**src/rtl/mkts_pkg.sv**
```systemverilog
// ============================================================================
// mkts_pkg: shared types and constants for the masked knn top-k selector
// item structs, widths and the command record passed front to back
// ============================================================================
package mkts_pkg;

    localparam int MAX_NEIGHBORS  = 32;
    localparam int MAX_COLUMNS    = 256;
    localparam int ROW_INDEX_BITS = 16;

    localparam int COL_BITS  = $clog2(MAX_COLUMNS);
    localparam int HEAP_BITS = $clog2(MAX_NEIGHBORS);
    localparam int CNT_BITS  = 6;
    localparam int SUM_BITS  = 42;
    localparam int DIST_BITS = 50;
    localparam int PAIR_BITS = 9;
    localparam int TOT_BITS  = 9;

    localparam logic [1:0] CFG_NEIGHBOR_COUNT = 2'd0;
    localparam logic [1:0] CFG_METRIC_MODE    = 2'd1;
    localparam logic [1:0] CFG_COLUMN_TOTAL   = 2'd2;

    typedef struct packed {
        logic        kind;
        logic [15:0] sample_value;
        logic        is_missing;
        logic [15:0] candidate_row;
        logic        row_end;
        logic        query_end;
    } t_in_item;

    typedef struct packed {
        logic [DIST_BITS-1:0] neighbor_distance;
        logic [15:0]          neighbor_row;
        logic [5:0]           found_count;
        logic                 last_result;
    } t_out_item;

    // one finished row (or a bare query end) handed from front to back
    typedef struct packed {
        logic                 offer;
        logic                 query_end;
        logic [SUM_BITS-1:0]  sum;
        logic [PAIR_BITS-1:0] pairs;
        logic [15:0]          row;
    } t_cmd;

endpackage

```
**src/rtl/mkts_front.sv**
```systemverilog
// ============================================================================
// mkts_front: element front end
// stores the target row, accumulates masked distances, issues row commands
// ============================================================================
module mkts_front import mkts_pkg::*; (
    input  logic     i_clk,
    input  logic     i_rst_n,
    input  logic     i_valid,
    output logic     o_stall,
    input  t_in_item i_data,
    input  logic     i_metric,
    output logic     o_cmd_valid,
    input  logic     i_cmd_full,
    output t_cmd     o_cmd
);

    logic [16:0]          r_target [MAX_COLUMNS];
    logic [COL_BITS-1:0]  r_pos;
    logic [SUM_BITS-1:0]  r_sum;
    logic [PAIR_BITS-1:0] r_pairs;
    // stage 1: registered item plus target read
    logic                 r_s1_valid;
    t_in_item             r_s1;
    logic [16:0]          r_t;
    logic [SUM_BITS-1:0]  n_sum;
    logic [PAIR_BITS-1:0] n_pairs;
    logic signed [16:0]   w_diff;
    logic [16:0]          w_abs;
    logic [33:0]          w_term;
    logic [SUM_BITS:0]    w_add;
    logic                 w_present;
    logic                 w_accept;
    logic                 w_end;

    // stage 1 waits while it holds an item and the command queue is full
    assign o_stall  = r_s1_valid && i_cmd_full;
    assign w_accept = i_valid && !o_stall;

    // target memory write and read, column counter
    always_ff @(posedge i_clk) begin
        if (w_accept) begin
            if (!i_data.kind) begin
                r_target[r_pos] <= {i_data.is_missing, i_data.sample_value};
            end
            r_t <= r_target[r_pos];
            r_s1 <= i_data;
        end
    end

    always_ff @(posedge i_clk) begin
        if (!i_rst_n) begin
            r_pos      <= '0;
            r_s1_valid <= 1'b0;
        end else begin
            if (!o_stall) r_s1_valid <= w_accept;
            if (w_accept) begin
                r_pos <= (i_data.row_end || i_data.query_end) ? '0 : r_pos + 1'b1;
            end
        end
    end

    // a target element written at the same column earlier in this row is
    // read one item later only across rows, so the read-before-write is fine
    assign w_present = r_s1.kind && !r_t[16] && !r_s1.is_missing;
    assign w_diff    = $signed({r_t[15], r_t[15:0]}) -
                       $signed({r_s1.sample_value[15], r_s1.sample_value});
    assign w_abs     = w_diff[16] ? 17'(-w_diff) : 17'(w_diff);
    assign w_term    = i_metric ? 34'(w_abs) : 34'(w_abs * w_abs);
    assign w_add     = {1'b0, r_sum} + (SUM_BITS+1)'(w_term);
    assign w_end     = r_s1.row_end || r_s1.query_end;

    always_comb begin
        n_sum   = r_sum;
        n_pairs = r_pairs;
        if (w_present) begin
            n_sum = w_add[SUM_BITS] ? '1 : w_add[SUM_BITS-1:0];
            if (r_pairs != '1) n_pairs = r_pairs + 1'b1;
        end
    end

    // accumulators
    always_ff @(posedge i_clk) begin
        if (!i_rst_n) begin
            r_sum   <= '0;
            r_pairs <= '0;
        end else if (r_s1_valid && !o_stall) begin
            r_sum   <= w_end ? '0 : n_sum;
            r_pairs <= w_end ? '0 : n_pairs;
        end
    end

    assign o_cmd_valid     = r_s1_valid && !i_cmd_full && w_end;
    assign o_cmd.offer     = r_s1.kind && (n_pairs != '0);
    assign o_cmd.query_end = r_s1.query_end;
    assign o_cmd.sum       = n_sum;
    assign o_cmd.pairs     = n_pairs;
    assign o_cmd.row       = r_s1.candidate_row;

endmodule

```
**config.mk**
```make
export PLATFORM = sky130hd
export DESIGN_NAME = mkts_front
export DESIGN_NICKNAME = d
export VERILOG_FILES = /design/src/rtl/mkts_pkg.sv /design/src/rtl/mkts_front.sv
export SDC_FILE = /design/constraint.sdc
export NUM_CORES = 2
export LEC_CHECK = 0
export BUFFER_PORTS_ARGS = -buffer_cell sky130_fd_sc_hd__buf_2
export CAP_MARGIN = 40
export CORE_MARGIN = 2
export CORE_UTILIZATION = 40
export CTS_CLUSTER_DIAMETER = 60
export DETAILED_ROUTE_END_ITERATION = 7
export SYNTH_ARGS = -nofsm -noshare
export SYNTH_HDL_FRONTEND = slang
export SYNTH_MEMORY_MAX_BITS = 65536
export SYNTH_SLANG_ARGS = --single-unit
```
**constraint.sdc**
```tcl
create_clock -name i_clk -period 18.85 [get_ports i_clk]
set_clock_uncertainty 0.2 [all_clocks]
set_input_delay 2.8275 -clock i_clk [delete_from_list [all_inputs] [get_ports i_clk]]
set_output_delay 2.8275 -clock i_clk [all_outputs]
set_load 0.1 [all_outputs]
```
* After elaboration in Yosys (flattened, before gate mapping) *
Memories as Yosys holds them, arrays and structs flattened. A register that Yosys moved wholly into a read port is not among the register bits.
Index checks and enable logic that the tools add are counted.

storage, ports and cells
  output and inout bits = 71
  bits in registers = 96
  memories = 1
  input bits = 41
  memory bits (writable) = 4,352

cells by class
  $add $sub $neg = 5
  mux-type cells = 12
  reductions and logical operators = 15
  $mul = 1
  eq/ne operators = 1

memories
  memory    depth  width  read ports  clocked after Yosys merged registers in  wr ports  line              text
  r_target  256    17     1           1                                        1         mkts_front.sv:17  logic [16:0] r_target [MAX_COLUMNS];

operators by type and width
  kind                                          count
  two-way mux 42 bit                            3
  adder 42 x 34 -> 43 bit                       1
  multiplier 17 x 17 -> 34 bit                  1
  two-way mux 34 bit                            1
  two-way mux 9 bit                             3
  two-way mux 17 bit                            1
  negation 17 bit                               1
  subtractor 16 x 16 -> 17 bit                  1
  adder 9 x 1 -> 9 bit, second input constant   1
  inequality test 9 bit, second input constant  1
  nonzero test 9 bit                            1
  adder 8 x 1 -> 8 bit, second input constant   1
  logical AND 1 bit                             8
  two-way mux 8 bit                             1
  zero test 1 bit                               4
  two-way mux 1 bit                             3
  logical OR 1 bit                              2

* Depth between registers and ports, before layout *
  depth in word-level cells = 9
  depth in mapped cells = 50
  mapped depth without buffers = 46

* Worst setup path after synthesis *
No wires, ideal clock.

  path kind = reg-to-output
  start = register r_t[7], read port of r_target
  end = output o_cmd[62] in the netlist's numbering
  slack = 3.303 ns
  arrival = 12.520 ns
  cell stages (with the launch flop) = 45
  cell sequence = edfxtp_1 > ha_1 > buf_4 > and2_0 > clkbuf_1 > and4_1 > a221o_1 > a21oi_1 > clkbuf_1 > o21ai_0 > xor2_1 > clkinv_1 > nand2_1 > inv_1 > fa_1 > inv_1 > fa_1 > fa_1 > [... 9 more ...] > a21oi_1 > o221a_2 > nor2_1 > or4b_2 > a311oi_1 > xor2_1 > nor2_1 > ha_1 > clkbuf_1 > nand3_1 > nor2_1 > nand2_1 > or2_2 > o21ba_2 > o21ai_0 > o211a_1 > nor2_1 > o21ai_0

RTL lines
  item         line              text
  from (decl)  mkts_front.sv:24  logic [16:0] r_t;
  to (decl)    mkts_front.sv:14  output t_cmd o_cmd

==> summary by stage <==
Die
The total area inside the core boundary comes to 453000 sq um. The overall die area is 461000 sq um. The number of top-level pins is 112. Once the floorplan was initialized, standard cells occupied 40.2% of the core. The floorplan step set the die width to 679 microns. The initialized floorplan defines 247 standard-cell rows. The floorplan die height is 679 microns.

Synthesis
After Yosys synthesis, full adders, half adders and majority gates account for 3.22% of the synthesized area. The number of enable-type register cells in the synthesized netlist is 4405. The xor/xnor cell area share of the yosys netlist is 0.513%. The synthesized netlist devotes 1.89% of its cell area to compound gates. By area the synthesized netlist is led by edfxtp_1 (73%), mux4_2 (17%), fa_1 (2.1%). Of all cell types, the one taking the most synthesized area is edfxtp_1. In the post-synthesis netlist, the cell with the most instances is edfxtp_1.

After Yosys synthesis, and, or, nand and nor cells account for 2.29% of the synthesized area. In this run, distinct cell masters in the synthesized netlist total 96. Counting flops and latches in the post-synthesis netlist gives 4465. Sequential cells were found to cover 73.2% of the synthesized design area. The proportion of synthesized flip-flops having asynchronous set or reset is 0%. After synthesis, the largest family of logic cells by area is multiplexers. Yosys printed 0 warnings. After synthesis, the share of cell area in mux cells is 17.1%. The gate count of the mapped netlist is 8557. The synthesized area per cell is 21.3 sq um. The commonest cells after synthesis are edfxtp_1 (4405), mux4_2 (1376), nor2_1 (467).

The share of Yosys cell area claimed by the top area cell type is 72.6%. The most used flip-flop cell after synthesis is edfxtp_1. In this run the cell area of the synthesized design comes to 182000 sq um.

Routing
The number of optimization iterations in the first detailed-route pass is 5. The count of antenna-violating nets left after detailed routing is 0. Detailed routing inserted a total of 89900 vias.

The final routed wire length divided by cell count is 31.7 microns. The initial DRC count is 11200. For this block, the routed nets add up to 490000 microns of wire. In the routed layout, each cell is associated on average with a via count of 5.82.

In the routed design, unresolved DRC markers number 0.

Outcome
The run finished with clean final reports.

Clock network
In this run, post-CTS hold repair placed 0 buffers. The clock tree from TritonCTS is built. The number of buffers on the longest clock path is 4. The root cell of the clock tree is clkbuf_16.

The TritonCTS buffer count is 451. The clock latency on the worst-skew pair is 1060 ps. The total clock sinks is 4465. The number of H-tree levels is 5. Gates resized during post-CTS repair numbered 0.

The number of setup buffers added after CTS is 0. The clock-pin transition on the worst setup and hold timing paths is 60 ps.

Placed design
The placer's final routability congestion estimate is 0.886. Port buffering added 111 buffers. Once detailed placement completed, the half-perimeter wirelength came to 292000 microns.

Critical path
For the worst setup path, the data arrival time is 13370 ps. The type of origin of the critical path is a register. The endpoint type of the worst setup path is an output pin. The minimum setup slack among reg-to-reg paths is 6460 ps. In this design, the stage delay of the slowest critical-path cell is 660 ps. The critical path in this run is classified as reg -> out. The worst flop-to-flop path endpoint is r_sum[39]$_SDFFE_PN0P_. The worst register-to-register path begins at r_s1[19]$_DFFE_PP_. By instance count, the cell type seen most on the critical path is fa_1. Along the worst path, the maximum fanout reaches 10. The data required time at the worst endpoint is 15820 ps. The family with the most delay on the worst path is adder cells. The most critical setup path has its startpoint at r_s1[19]$_DFFE_PP_. The worst reg2reg path depth is 44. In this run the number of cells on the critical path is 45. The capture point of the worst path is o_cmd[64]. Together, buffers and inverters on the worst path number 7.

The largest individual stage delay along the critical path comes from the cell or4b_2.

Run
The max capacitance violation total is 0.

Global route
The largest net degree at the start of global routing is 132. The remaining global-route overflow is 0. The wire length of the first global-routing pass is 691000 microns. The number of global-route vias before repair is 91200. The initial antenna violation count is 18. The total track usage is 21.0%.

Layout
The share of layout cells above drive strength 1 is 30.3%. From synthesis to final layout, the design area changed by 14.2%. The sequential cell area is 134000 sq um.

The core occupancy in the finished layout is 45.9%. The multi-input gate area in the final layout is 46600 sq um. Fill cells in the final layout number 37100. The number of nets in the layout is 9491.

STA
Static timing analysis puts the maximum clock frequency at 61.0 MHz. The number of endpoints with negative hold slack in the final report is 0. The clock period could shrink to 16390 ps. The headroom to the max-slew limit is 25.3%.

The number of pins with negative max-slew slack in the final report is 0. The final setup violation count is 0. The final clock period utilization by the worst path is 87.0%.

For the pin with the worst max-slew slack, the measured transition is 1120 ps. Setup repair after global routing left no endpoint under its margin. In the final timing run, aggregate negative setup slack is 0 ps.

Hold path
In this run the worst hold path is classified as reg -> reg.
layout make-up:
| type | count | share of cell area [%] |
|---|---|---|
| sequential | 4465 | 64.1 |
| multi-input combinational | 3317 | 22.4 |
| clock buffer | 542 | 5.68 |
| tap | 5976 | 3.59 |
| timing repair buffer | 536 | 2.31 |
| clock inverter | 284 | 1.31 |
| inverter | 326 | 0.588 |
| antenna | 9 | 0.0108 |
per-layer routing:
| layer | vias up | global-route usage, % | routed length, microns |
|---|---|---|---|
| met5 | - | 0 | 31 |
| met2 | 4069 | 34.0 | 236000 |
| met4 | 6 | 6.29 | 16000 |
| met3 | 743 | 3.58 | 39200 |
| met1 | 48700 | 29.2 | 199000 |
| li1 | 36400 | - | - |
sequential cells by signal, indices dropped and copies added, names as in the netlist:
register,flops
r_pairs,9
r_sum,42
r_pos,8
o_cmd,17
r_s1_valid,1
r_target,4352
r_t,17
r_s1,19
worst register-to-register path, delay by kind of cell, from the launching register on:
family	cells	cell delay, ps
AO/OA/AOI/OAI	13	3040
XOR/XNOR	2	670
adder cells (fa/ha/maj)	10	4360
buffers and inverters	6	560
flip-flops	1	370
AND/OR/NAND/NOR	13	3130
metrics by stage:
stage / cells / setup slack, ps / area, sq um / hold WS [ps]
CTS: 15400 / 2480 / 208000 / 313
global route: 15400 / 1600 / 208000 / 351
global placement: 14600 / 3530 / 193000 / 298
finish: 15500 / 2460 / 208000 / 328
detailed placement: 14600 / 3610 / 193000 / 293
floorplan: 8567 / 3300 / 182000 / 253
cells by family after synthesis:
logic type,Yosys count
DFF,4465
muxes,1397
and+or+nand+nor,944
buffers and inverters,785
AOI/OAI and AO/OA,506
adders and majority gates,353
xor gates and xnor gates,105
other,2
worst min path at each step:
| stage | start | to | slack (ps) | cells past startpoint |
|---|---|---|---|---|
| finish | r_sum[2]$_SDFFE_PN0P_ | r_sum[2]$_SDFFE_PN0P_ | 330 | 2 |
| global route | r_sum[2]$_SDFFE_PN0P_ | r_sum[2]$_SDFFE_PN0P_ | 350 | 2 |
| CTS | r_sum[2]$_SDFFE_PN0P_ | r_sum[2]$_SDFFE_PN0P_ | 310 | 2 |
| detailed placement | r_sum[2]$_SDFFE_PN0P_ | r_sum[2]$_SDFFE_PN0P_ | 290 | 2 |
| global placement | r_pairs[1]$_SDFFE_PN0P_ | r_pairs[1]$_SDFFE_PN0P_ | 300 | 2 |
| floorplan | r_sum[22]$_SDFFE_PN0P_ | r_sum[22]$_SDFFE_PN0P_ | 250 | 2 |
placed cells by master, fill, tap and decap left out, drive strengths merged, types with 42 or more instances in the layout:
master  count
edfxtp   4405
mux4     1376
clkbuf    559
buf       519
nor2      467
inv       341
clkinv    216
nand2     213
fa        193
ha        160
a21oi     125
o21ai      85
a22oi      68
nand3      66
xnor2      62
dfxtp      60
xor2       43
a21o       42
Power is not shown: default switching activity piles up to over one toggle a cycle in this logic, so the estimate is an artifact.
