$ cat config.mk
export PLATFORM = sky130hd
export DESIGN_NAME = mkts_queue
export DESIGN_NICKNAME = d
export VERILOG_FILES = /design/src/rtl/mkts_pkg.sv /design/src/rtl/mkts_queue.sv
export SDC_FILE = /design/constraint.sdc
export NUM_CORES = 1
export LEC_CHECK = 0
export BUFFER_PORTS_ARGS = -buffer_cell sky130_fd_sc_hd__buf_2
export CORE_UTILIZATION = 45
export CTS_CLUSTER_DIAMETER = 200
export DETAILED_ROUTE_END_ITERATION = 10
export GPL_TIMING_DRIVEN = 0
export HOLD_SLACK_MARGIN = 0.06
export PLACE_DENSITY = 0.75
export SLEW_MARGIN = 20
export SYNTH_ARGS = -nofsm -noshare
export SYNTH_HDL_FRONTEND = slang
export SYNTH_SLANG_ARGS = --single-unit
$ cat constraint.sdc
create_clock -name i_clk -period 3.35 [get_ports i_clk]
set_input_delay 0.335 -clock i_clk [delete_from_list [all_inputs] [get_ports i_clk]]
set_output_delay 0.335 -clock i_clk [all_outputs]
set_load 0.1 [all_outputs]
$ cat src/rtl/mkts_pkg.sv
// ============================================================================
// mkts_pkg: shared types and constants for the masked knn top-k selector
// item structs, widths and the command record passed front to back
// ============================================================================
package mkts_pkg;

    localparam int MAX_NEIGHBORS  = 32;
    localparam int MAX_COLUMNS    = 256;
    localparam int ROW_INDEX_BITS = 16;

    localparam int COL_BITS  = $clog2(MAX_COLUMNS);
    localparam int HEAP_BITS = $clog2(MAX_NEIGHBORS);
    localparam int CNT_BITS  = 6;
    localparam int SUM_BITS  = 42;
    localparam int DIST_BITS = 50;
    localparam int PAIR_BITS = 9;
    localparam int TOT_BITS  = 9;

    localparam logic [1:0] CFG_NEIGHBOR_COUNT = 2'd0;
    localparam logic [1:0] CFG_METRIC_MODE    = 2'd1;
    localparam logic [1:0] CFG_COLUMN_TOTAL   = 2'd2;

    typedef struct packed {
        logic        kind;
        logic [15:0] sample_value;
        logic        is_missing;
        logic [15:0] candidate_row;
        logic        row_end;
        logic        query_end;
    } t_in_item;

    typedef struct packed {
        logic [DIST_BITS-1:0] neighbor_distance;
        logic [15:0]          neighbor_row;
        logic [5:0]           found_count;
        logic                 last_result;
    } t_out_item;

    // one finished row (or a bare query end) handed from front to back
    typedef struct packed {
        logic                 offer;
        logic                 query_end;
        logic [SUM_BITS-1:0]  sum;
        logic [PAIR_BITS-1:0] pairs;
        logic [15:0]          row;
    } t_cmd;

endpackage

$ cat src/rtl/mkts_queue.sv
// ============================================================================
// mkts_queue: command queue
// four-entry fifo between the front end and the heap engine
// ============================================================================
module mkts_queue import mkts_pkg::*; (
    input  logic i_clk,
    input  logic i_rst_n,
    input  logic i_push,
    input  t_cmd i_data,
    output logic o_full,
    output logic o_valid,
    input  logic i_pop,
    output t_cmd o_data
);

    t_cmd       r_mem [4];
    logic [1:0] r_wr;
    logic [1:0] r_rd;
    logic [2:0] r_cnt;

    assign o_full  = (r_cnt == 3'd4);
    assign o_valid = (r_cnt != 3'd0);
    assign o_data  = r_mem[r_rd];

    always_ff @(posedge i_clk) begin
        if (i_push) r_mem[r_wr] <= i_data;
    end

    // pointers and fill
    always_ff @(posedge i_clk) begin
        if (!i_rst_n) begin
            r_wr  <= '0;
            r_rd  <= '0;
            r_cnt <= '0;
        end else begin
            if (i_push) r_wr <= r_wr + 1'b1;
            if (i_pop)  r_rd <= r_rd + 1'b1;
            r_cnt <= r_cnt + 3'(i_push) - 3'(i_pop);
        end
    end

    // no overflow and no underflow
    a_push_full: assert property (@(posedge i_clk) disable iff (!i_rst_n)
        !(i_push && o_full)) else $error("queue push while full");
    a_pop_empty: assert property (@(posedge i_clk) disable iff (!i_rst_n)
        !(i_pop && !o_valid)) else $error("queue pop while empty");

endmodule

## Word level (Yosys, flattened, before mapping)

Memory sizes are Yosys's and may differ from the RTL's. A register that Yosys moved wholly into a read port is not among the register bits.
Index checks and enable logic that the tools add are counted.

- Register bits after elaboration: 7
- Memories: 1
- Output and inout bits: 71
- Bits in writable memories: 276

- Add/subtract/negate cells: 4
- Equality and inequality tests: 1
- Reductions and logical operators: 1
- Multiplexer cells: 4

Memory list:

| memory | words | bits a word | rd ports | clocked after memory_dff | wr ports | RTL line | source |
|---|---|---|---|---|---|---|---|
| r_mem | 4 | 69 | 1 | 1 | 1 | mkts_queue.sv:16 | `t_cmd r_mem [4];` |

Operator list:

| cell | number |
|---|---|
| $add A2 B1 Y2 const B | 2 |
| $mux W2 | 2 |
| $add A3 B1 Y3 | 1 |
| $eq A3 B3 Y1 const B | 1 |
| $reduce_bool A3 Y1 | 1 |
| $sub A3 B1 Y3 | 1 |
| $mux W1 | 2 |

## Logic depth before layout (Yosys ltp)

Gate-level depths: netlist of run 1.

- Word-level depth: 3
- Gate-level depth with buffers: 7

## Worst setup path before layout of run 1

Ideal clock, no wire load.

- Kind: reg-to-reg
- From: register r_wr[0]
- To: memory r_mem[0][0] in the netlist's numbering, enable pin
- Buffers on the path: 0
- Data arrival time: 2.160 ns
- Slack: 0.756 ns
- Cell stages (with the launch flop): 4
- Library setup time: 0.434 ns
- Path through: dfxtp_1 -> inv_1 -> ha_1 -> and2_1

RTL lines:

| item | RTL line | source |
|---|---|---|
| start: declaration | mkts_queue.sv:17 | `logic [1:0] r_wr;` |
| start signal: assignment | mkts_queue.sv:36 | `if (i_push) r_wr <= r_wr + 1'b1;` |
| end: declaration | mkts_queue.sv:16 |  |

No word-level cell before the write port.

==> results.md, run 1 <==
- Routed wirelength normalized by instance count: 19.6 µm
- Sequential element share of the synthesized area: 81.3%
- Final setup violating endpoints: 0
- Required time reported for the critical path endpoint: 3.01 ns
- CTS tree: done
- Shortest clock period the worst path allows after layout: 2.79 ns
- Clock skew after layout: 0.0180 ns
- Largest net degree at the start of global routing: 41
- Core area: 0.0226 mm²
- Proportion of layout cells with a drive suffix above 1: 41.5%
- Met3 usage in global routing: 3.30%
- Multiplexer area fraction after synthesis: 15.0%
- Number of standard cells in the layout, taps in and fillers out: 960
- DRT antenna net count: 0
- Routability congestion estimate: 0.720
- Post-synthesis to final-layout area growth: 26.8%
- Dominant combinational cell family by area after synthesis: multiplexers
- Met1 Use GR: 21.3%
- DP Area: 0.0116 mm²
- TritonCTS sink count: 285
- Capturing element type of the critical path: primary output
- Type of the worst setup path: reg -> out
- First-pass iteration count of the detailed router: 4
- Maximum buffer depth of the clock tree: 3
- Mapped Area: 0.0104 mm²
- Max transition margin: 53.2%
- Global-route wire length before repair: 29200 µm
- Global routing met2 resource utilization: 27.9%
- Die area: 0.0237 mm²
- DRC violation count after routing: 0
- Number of distinct library cells after synthesis: 21
- Overall overflow remaining after global route: 0
- Clock-pin slew on the worst setup and hold paths: 0.06 ns
- Count of pins on the block boundary: 144
- # diodes: 0
- Final Net Count: 732
- Outcome: finished, final reports clean
- Number of warning messages in the yosys log: 0
- Via count: 4886
- Synth Area in Adders: 0.913%
- Final Util: 58.3%
- Parity-gate share of the synthesized area counting xor and xnor cells: 0.397%
- Data arrival time of the critical path: 2.45 ns
- Simple-gate portion of the synthesized area: 0.733%
- Worst hold-check path type: in -> reg
- Register area: 0.00847 mm²
- Root buffer cell: sky130_fd_sc_hd__clkbuf_16
- Number of CTS-inserted buffers: 29
- Complex-gate fraction of the synthesized area: 0.144%
- Buf/Inv on CP: 3
- Filler cells: 1620
- Number of global-route vias before repair: 5332
- PortBufs: 143
- Highest-delay cell along the critical path: sky130_fd_sc_hd__clkbuf_1
- Starting DRT DRC Count: 262
- Power density over cell area: 673 mW/mm²
- Slowest Stage Delay on Critical Path: 0.57 ns
- Count of final max-slew check failures: 0
- Final HPWL from detailed placement: 11200 µm
- Leakage Power: 4.55 nW
- Initial cell density of the core: 46.0%
- Worst-case setup margin in the final layout: 0.561 ns
- Maximum fanout along the worst path: 10
- Per-instance average area after synthesis: 25.8 µm²
- Total nets after synthesis: 484
- Worst supply voltage drop on vdd: 0.000555 V
- Number of rows in the core area: 55
- Portion of the clock cycle consumed by the worst path in the final layout: 83.3%
- H-tree levels: 1
- Kind of start point of the critical path: flip-flop
- Multi-input combinational cell area: 0.00180 mm²
- Die W: 154 µm
- Clock latency on the worst-skew pair: 0.54 ns
- Max capacitance violation total: 0
- Cells along the critical path: buf_2 > clkbuf_1 > mux4_2 > buf_2
- Busiest layer in global routing: met2
- Final Instance Area: 0.0132 mm²
- Via-to-Cell Ratio: 5.09
- GRT Resource Usage Total: 16.3%
- Gate family responsible for the most delay along the worst path: buffers and inverters
- Slew at the pin closest to its max-slew limit: 0.702 ns
- Total wirelength of the detailed-routed design: 18900 µm
- Instance count of the mapped netlist: 404
- Most common cell type on the critical path: sky130_fd_sc_hd__buf_2
- Final sum of negative setup slack: 0 ns
- Number of failing hold endpoints at the final stage: 0
- Number of antenna violations at the first check in global routing: 0
- DIE HEIGHT: 154 µm
- Post-synthesis register bit count: 285
- Resize count post-CTS: 0
- Highest clock frequency the design can meet: 0.359 GHz
- Pre-CTS setup slack: 1.05 ns
- RSZ-0062 raised after global routing: no
- Cell count after placement: 836
-- stage by stage --
stage	total power, mW	hold WS (ns)
5_1_grt	9.18	0.172
4_1_cts	8.98	0.127
3_5_place_dp	5.93	0.537
6_report	8.89	0.153
3_3_place_gp	5.89	0.513
2_1_floorplan	5.60	0.434
-- cell usage in the layout (no fill, tap or decap), drive strengths merged, types with 2 or more instances in the layout --
master,instances
clkinv,14
ha,6
clkbuf,39
nor2,5
clkinvlp,3
buf,158
and2,6
xnor2,2
mux4,69
edfxtp,276
dfxtp,9
inv,9
dlygate4sd3,70
-- where the power goes --
part / total [mW] / switching, mW / leakage (nW) / internal [mW]
combinational: 1.76 / 1.33 / 1.50 / 0.431
sequential: 4.14 / 0.0446 / 2.61 / 4.10
clock: 2.99 / 1.29 / 0.443 / 1.70
total: 8.89 / 2.67 / 4.55 / 6.22
-- cell usage after synthesis (all sizes together) --
master / number / area share [%]
xor3: 1 / 0.23
and3: 1 / 0.060
a21oi: 1 / 0.048
and2: 6 / 0.36
mux4: 69 / 15
edfxtp: 276 / 80
inv: 7 / 0.25
nor2: 5 / 0.18
ha: 6 / 0.72
dfxtp: 9 / 1.7
xnor2: 2 / 0.17
or3: 1 / 0.060
fa: 1 / 0.19
mux2i: 1 / 0.096
a21bo: 1 / 0.096
nand3b: 1 / 0.072
buf: 11 / 1.0
clkbuf: 5 / 0.18
-- cell type report --
class | count | share of cell area [%]
Timing Repair Buffer | 217 | 11.6
Sequential cell | 285 | 64.1
Clock buffer | 34 | 5.71
Multi-Input combinational cell | 96 | 13.6
Tap cell | 285 | 2.70
Inverter | 7 | 0.199
Clock inverter | 20 | 1.10
Buffer | 16 | 0.948
-- sequential cells by signal, summed over array words and instances, names as in the netlist, named ones only --
| signal | flops |
|---|---|
| r_wr | 2 |
| r_mem | 276 |
| r_rd | 2 |
| r_cnt | 3 |
-- metal layers --
| layer | part of all wire [%] | up-vias |
|---|---|---|
| met5 | 0 | - |
| met4 | 1.7 | 0 |
| met3 | 5.6 | 29 |
| met2 | 51 | 145 |
| met1 | 41 | 2486 |
| li1 | - | 2226 |
-- final timing paths --
path             start         end  slack, ns  depth (start not counted)
max          flip-flop  o_data[47]       0.56                          4
min              i_pop     r_rd[1]       0.15                          3
min reg2reg    r_rd[1]     r_rd[1]       0.55                          2
max reg2reg   r_cnt[0]    r_cnt[2]       1.53                          7
-- cells by family (layout without fill, tap and decap cells) --
family	after synthesis	in the layout
buffers and inverters	23	294
adder cells (fa/ha/maj)	7	7
XOR/XNOR	3	3
multiplexers	70	70
AO/OA/AOI/OAI	2	2
flip-flops	285	285
AND/OR/NAND/NOR	14	14
-- what timing repair did --
item | in CTS | in global routing
hold buffers | 70 | 0
hold endpoints to repair | 278 | 0
setup buffers | 0 | 0
-- worst reg2reg max path, delay by kind of cell (launching register included) --
family | cells | cell delay (ns)
flip-flops | 1 | 0.32
adder cells (fa/ha/maj) | 3 | 0.87
XOR/XNOR | 1 | 0.38
buffers and inverters | 2 | 0.10
AND/OR/NAND/NOR | 1 | 0.04
No activity file was read; power rests on OpenSTA's default activity.
==> inputs of run 2 (changes only) <==
--- a/config.mk
+++ b/config.mk
@@ -11,7 +11,7 @@
 export DETAILED_ROUTE_END_ITERATION = 10
 export GPL_TIMING_DRIVEN = 0
 export HOLD_SLACK_MARGIN = 0.06
-export PLACE_DENSITY = 0.75
+export PLACE_DENSITY = 0.77
 export SLEW_MARGIN = 20
 export SYNTH_ARGS = -nofsm -noshare
 export SYNTH_HDL_FRONTEND = slang
==> constraint.sdc (replaced) <==
create_clock -name i_clk -period 2.2 [get_ports i_clk]
set_input_delay 0.22 -clock i_clk [delete_from_list [all_inputs] [get_ports i_clk]]
set_output_delay 0.22 -clock i_clk [all_outputs]
set_load 0.1 [all_outputs]
==> results.md, run 2 (synthesis gave the netlist of run 1 again) <==
- Maximum buffer depth of the clock tree: 3
- Final Net Count: 744
- Clock skew after layout: 0.0325 ns
- Overall overflow remaining after global route: 0
- Final setup violating endpoints: 26
- Core area: 0.0226 mm²
- Max capacitance violation total: 0
- Final Total Pwr: 13.8 mW
- Via count: 5037
- Slowest Stage Delay on Critical Path: 0.55 ns
- TritonCTS sink count: 285
- Kind of start point of the critical path: flip-flop
- Buf/Inv on CP: 4
- Most flop-heavy register: r_mem
- Type of the worst setup path: reg -> out
- Shortest clock period the worst path allows after layout: 2.27 ns
- Most frequent standard cell in the layout excluding fill and tap cells: sky130_fd_sc_hd__edfxtp_1
- Proportion of layout cells with a drive suffix above 1: 42.1%
- DRC violation count after routing: 0
- Slew at the pin closest to its max-slew limit: 0.542 ns
- Required time reported for the critical path endpoint: 1.98 ns
- Global-route wire length before repair: 29800 µm
- RSZ-0062 raised after global routing: yes
- Portion of the clock cycle consumed by the worst path in the final layout: 103%
- Most used cells in the layout excluding fill and tap cells: 276 x sky130_fd_sc_hd__edfxtp_1, 75 x sky130_fd_sc_hd__buf_2, 72 x sky130_fd_sc_hd__dlygate4sd3_1, 69 x sky130_fd_sc_hd__mux4_2, 46 x sky130_fd_sc_hd__buf_6
- Final Instance Area: 0.0138 mm²
- Number of CTS-inserted buffers: 28
- Worst supply voltage drop on vdd: 0.000811 V
- Post-synthesis to final-layout area growth: 32.6%
- Cells along the critical path: buf_12 > buf_12 > buf_12 > mux4_2 > buf_12
- Power density over cell area: 1000 mW/mm²
- Count of final max-slew check failures: 0
- Highest-delay cell along the critical path: sky130_fd_sc_hd__mux4_2
- Gate family responsible for the most delay along the worst path: buffers and inverters
- Number of rows in the core area: 55
- Number of failing hold endpoints at the final stage: 0
- Routed wirelength normalized by instance count: 20.0 µm
- # diodes: 0
- DP Area: 0.0116 mm²
- Highest clock frequency the design can meet: 0.441 GHz
- Number of flip-flops under the largest register name: 276
- Outcome: finished with violations
- Capturing element type of the critical path: primary output
- Max transition margin: 63.8%
- Hold Slack: 0.432 ns
- Data arrival time of the critical path: 2.05 ns
- Die W: 154 µm
- Violations in the final reports: negative setup slack
- Initial cell density of the core: 46.0%
- First-pass iteration count of the detailed router: 4
- Final Util: 61.0%
- Most common cell type on the critical path: sky130_fd_sc_hd__buf_12
- Die area: 0.0237 mm²
- Via-to-Cell Ratio: 5.19
- Count of pins on the block boundary: 144
- Number of global-route vias before repair: 5650
- Leakage Power: 4.77 nW
- Clock-pin slew on the worst setup and hold paths: 0.06 ns
- Starting DRT DRC Count: 219
- Maximum fanout along the worst path: 7
- Worst hold-check path type: in -> reg
- Filler cells: 1526
- DIE HEIGHT: 154 µm
- H-tree levels: 1
- Final HPWL from detailed placement: 11300 µm
- Largest registers: r_mem x276, r_cnt x3
- CTS tree: done
- Clock latency on the worst-skew pair: 0.54 ns
- Worst-case setup margin in the final layout: -0.0655 ns
- Largest net degree at the start of global routing: 41
- PortBufs: 143
- Number of antenna violations at the first check in global routing: 0
- Root buffer cell: sky130_fd_sc_hd__clkbuf_16
- GRT Resource Usage Total: 16.5%
- Total wirelength of the detailed-routed design: 19400 µm
- DRT antenna net count: 0
- Routability congestion estimate: 0.739
run 2: cell types whose count changed in the layout (fill, tap and decap cells not counted), sizes merged:
cell and change:
clkbuf -1, dlygate4sd3 +2, buf +10, bufinv +1
clkinvlp +2, inv -2, clkinv -1
run 2: metal layers:
metal  share of wire (%)  GRT usage (%)
met5                   0              0
met4                 2.0           4.43
met3                 4.7           3.21
met2                  54           30.3
met1                  39           19.9
run 2: final timing paths:
check	start	to	slack, ns	depth (start not counted)
worst max-delay path	flip-flop	o_data[58]	-0.07	5
worst min-delay path	i_data[9]	r_mem[1][9]	0.43	2
worst max register to register	r_cnt[0]	r_cnt[2]	0.32	7
worst min register to register	r_rd[0]	r_rd[1]	0.56	2
run 2: timing repair:
| action | CTS | global route |
|---|---|---|
| buffers inserted | 5 | 3 |
| hold buffers | 72 | 0 |
| cloned | 1 | 2 |
| endpoints found under the setup margin | 69 | 69 |
| resized for setup | 113 | 36 |
| hold endpoints to repair | 285 | 0 |
run 2: area by class of cell:
cell class / instances / area (µm²) / area share [%]
Sequential cell: 285 / 8470 / 61.3
Multi-Input combinational cell: 96 / 1800 / 13.0
Clock buffer: 32 / 716 / 5.18
Timing Repair Buffer: 230 / 2090 / 15.1
Buffer: 16 / 188 / 1.36
Clock inverter: 20 / 164 / 1.19
Inverter: 7 / 26.3 / 0.190
Tap cell: 285 / 357 / 2.58
run 2: power by group:
group | total, mW | leakage, nW | internal (mW) | switching, mW
Sequential | 6.31 | 2.61 | 6.24 | 0.0720
Combinational | 3.03 | 1.75 | 0.947 | 2.08
Clock | 4.49 | 0.414 | 2.57 | 1.92
Total | 13.8 | 4.77 | 9.76 | 4.07
run 2: stage by stage:
stage	worst slack [ns]	cells	TNS [ns]
floorplan	0.359	404	0
global placement	-0.242	832	-62.12
detailed placement	0.132	836	0
CTS	-0.117	966	-4.22
global route	-0.140	971	-5.31
finish	-0.0655	971	-0.665
==> inputs of run 3 (changes only) <==
--- a/config.mk
+++ b/config.mk
@@ -5,13 +5,16 @@
 export SDC_FILE = /design/constraint.sdc
 export NUM_CORES = 1
 export LEC_CHECK = 0
-export BUFFER_PORTS_ARGS = -buffer_cell sky130_fd_sc_hd__buf_2
+export CELL_PAD_IN_SITES_DETAIL_PLACEMENT = 0
+export CELL_PAD_IN_SITES_GLOBAL_PLACEMENT = 2
+export CORE_MARGIN = 1
 export CORE_UTILIZATION = 45
 export CTS_CLUSTER_DIAMETER = 200
 export DETAILED_ROUTE_END_ITERATION = 10
+export DONT_BUFFER_PORTS = 1
 export GPL_TIMING_DRIVEN = 0
 export HOLD_SLACK_MARGIN = 0.06
-export PLACE_DENSITY = 0.77
+export PLACE_DENSITY = 0.85
 export SLEW_MARGIN = 20
 export SYNTH_ARGS = -nofsm -noshare
 export SYNTH_HDL_FRONTEND = slang
==> results.md, run 3 (synthesis gave the netlist of run 1 again) <==
- Final setup violating endpoints: 69
- Final HPWL from detailed placement: 10700 µm
- Multi-input combinational cell area: 0.00180 mm²
- Clock latency on the worst-skew pair: 0.55 ns
- Max capacitance violation total: 0
- Data arrival time of the critical path: 2.08 ns
- CTS tree: done
- Initial cell density of the core: 46.0%
- Shortest clock period the worst path allows after layout: 2.30 ns
- Slowest Stage Delay on Critical Path: 0.79 ns
- Kind of start point of the critical path: flip-flop
- Number of CTS-inserted buffers: 28
- Sequential cell fraction of total power: 47.2%
- Power spent charging and discharging nets: 3.96 mW
- Worst hold-check path type: in -> reg
- Total wirelength of the detailed-routed design: 18400 µm
- Worst supply voltage drop on vdd: 0.000984 V
- Maximum fanout along the worst path: 10
- Worst-case setup margin in the final layout: -0.0984 ns
- DRT antenna net count: 0
- Levels on crit path: 4
- Clock-pin slew on the worst setup and hold paths: 0.06 ns
- TritonCTS sink count: 285
- Slew at the pin closest to its max-slew limit: 1.01 ns
- DIE HEIGHT: 154 µm
- Proportion of layout cells with a drive suffix above 1: 26.2%
- Most common cell type on the critical path: sky130_fd_sc_hd__buf_12
- Count of pins on the block boundary: 144
- Type of the worst setup path: reg -> out
- Post-synthesis to final-layout area growth: 22.2%
- Routed wirelength normalized by instance count: 22.3 µm
- Final Util: 56.2%
- Buf/Inv on CP: 3
- Endpoint of the most critical setup path: o_data[6]
- Number of antenna violations at the first check in global routing: 0
- Violations in the final reports: negative setup slack
- Clock skew after layout: 0.0201 ns
- Filler cells: 1632
- Global-route wire length before repair: 28200 µm
- Cells along the critical path: buf_6 > buf_12 > buf_12 > mux4_2
- GRT Resource Usage Total: 15.9%
- PortBufs: 0
- Capturing element type of the critical path: primary output
- Final sum of negative setup slack: -5.56 ns
- Internal cell power: 9.40 mW
- Most flop-heavy register: r_mem
- Number of failing hold endpoints at the final stage: 0
- Core area: 0.0226 mm²
- Final Net Count: 598
- H-tree levels: 1
- # diodes: 0
- Number of flip-flops under the largest register name: 276
- Most frequent standard cell in the layout excluding fill and tap cells: sky130_fd_sc_hd__edfxtp_1
- Pre-CTS setup slack: 0.127 ns
- Hold path cells: 1
- Portion of the clock cycle consumed by the worst path in the final layout: 104%
- Root buffer cell: sky130_fd_sc_hd__clkbuf_16
- Final Total Pwr: 13.4 mW
- Maximum buffer depth of the clock tree: 3
- Max transition margin: 32.7%
- Number of global-route vias before repair: 4834
- Register-to-Register Path Depth: 7
- Most used cells in the layout excluding fill and tap cells: 276 x sky130_fd_sc_hd__edfxtp_1, 73 x sky130_fd_sc_hd__dlygate4sd3_1, 69 x sky130_fd_sc_hd__mux4_2, 29 x sky130_fd_sc_hd__clkbuf_16, 10 x sky130_fd_sc_hd__buf_12
- RSZ-0062 raised after global routing: yes
- Slack of the worst reg-to-reg path: 0.36 ns
- Via-to-Cell Ratio: 5.39
- Outcome: finished with violations
- Number of rows in the core area: 55
- Routability congestion estimate: 0.726
- DRC violation count after routing: 0
- Via count: 4442
- Reg-to-reg critical path startpoint: r_cnt[0]
- Starting DRT DRC Count: 192
- Count of final max-slew check failures: 0
- Register area: 0.00847 mm²
- First-pass iteration count of the detailed router: 4
- Power density over cell area: 1050 mW/mm²
- Comb power frac: 19.3%
- Die W: 154 µm
- Required time reported for the critical path endpoint: 1.98 ns
- Gate family responsible for the most delay along the worst path: multiplexers
- Reg-to-Reg End: r_cnt[2]
- Largest registers: r_mem x276, r_cnt x3
- Highest clock frequency the design can meet: 0.435 GHz
- Highest-delay cell along the critical path: sky130_fd_sc_hd__mux4_2
- Leakage Power: 4.08 nW
- Power share of the clock group: 33.5%
- Largest net degree at the start of global routing: 48
- Die area: 0.0237 mm²
- Share of total power consumed by net switching: 29.7%
- Overall overflow remaining after global route: 0
==> run 3: power groups by stage <==
stage / clock network, mW / logic [mW] / registers [mW]
finish: 4.48 / 2.58 / 6.31
global route: 4.80 / 2.67 / 6.32
CTS: 4.58 / 2.60 / 6.31
detailed placement: 0 / 2.35 / 6.42
global placement: 0 / 2.30 / 6.41
floorplan: 0 / 2.12 / 6.40
==> run 3: how the worst min path moves through the flow <==
stage,slack (ns),end,start
after global placement,0.32,r_mem[2][48],i_data[48]
after floorplan,0.32,r_mem[0][0],i_data[0]
after detailed placement,0.32,r_mem[0][8],i_data[8]
after global routing,0.11,r_mem[2][44],i_push
final,0.12,r_mem[3][48],i_push
after CTS,0.11,r_mem[2][45],i_push
==> run 3: final cells by class <==
type	instances	share of cell area, %
Timing Repair Buffer	84	7.70
Inverter	7	0.207
Sequential cell	285	66.6
Tap cell	285	2.80
Clock inverter	18	1.27
Buffer	16	1.62
Multi-Input combinational cell	96	14.2
Clock buffer	33	5.66
==> run 3: timing repair <==
item | in CTS | in global routing
hold endpoints to repair | 285 | 0
hold buffers | 73 | 0
endpoints found under the setup margin | 69 | 69
buffers inserted | 5 | 0
cloned | 1 | 1
resized for setup | 27 | 2
==> run 3: layer usage <==
metal / share of wire [%] / up-vias / global-route usage [%] / wire length, µm
li1: - / 1953 / - / -
met1: 39 / 2330 / 19.4 / 7200
met2: 52 / 134 / 27.9 / 9630
met3: 6.2 / 25 / 4.26 / 1140
met4: 2.3 / 0 / 4.38 / 418
met5: 0 / - / 0 / 0
==> run 3: metrics by stage <==
| stage | hold WS (ns) | instance area, µm² | cells |
|---|---|---|---|
| floorplan | 0.319 | 10400 | 404 |
| global placement | 0.319 | 10800 | 689 |
| detailed placement | 0.319 | 10900 | 693 |
| CTS | 0.106 | 12700 | 823 |
| global route | 0.115 | 12700 | 824 |
| finish | 0.122 | 12700 | 824 |
==> run 3: worst reg2reg max path, delay by kind of cell, from the launching register on <==
family | cells | cell delay (ns)
AND/OR/NAND/NOR | 1 | 0.12
buffers and inverters | 2 | 0.09
flip-flops | 1 | 0.33
XOR/XNOR | 1 | 0.37
adder cells (fa/ha/maj) | 3 | 0.86
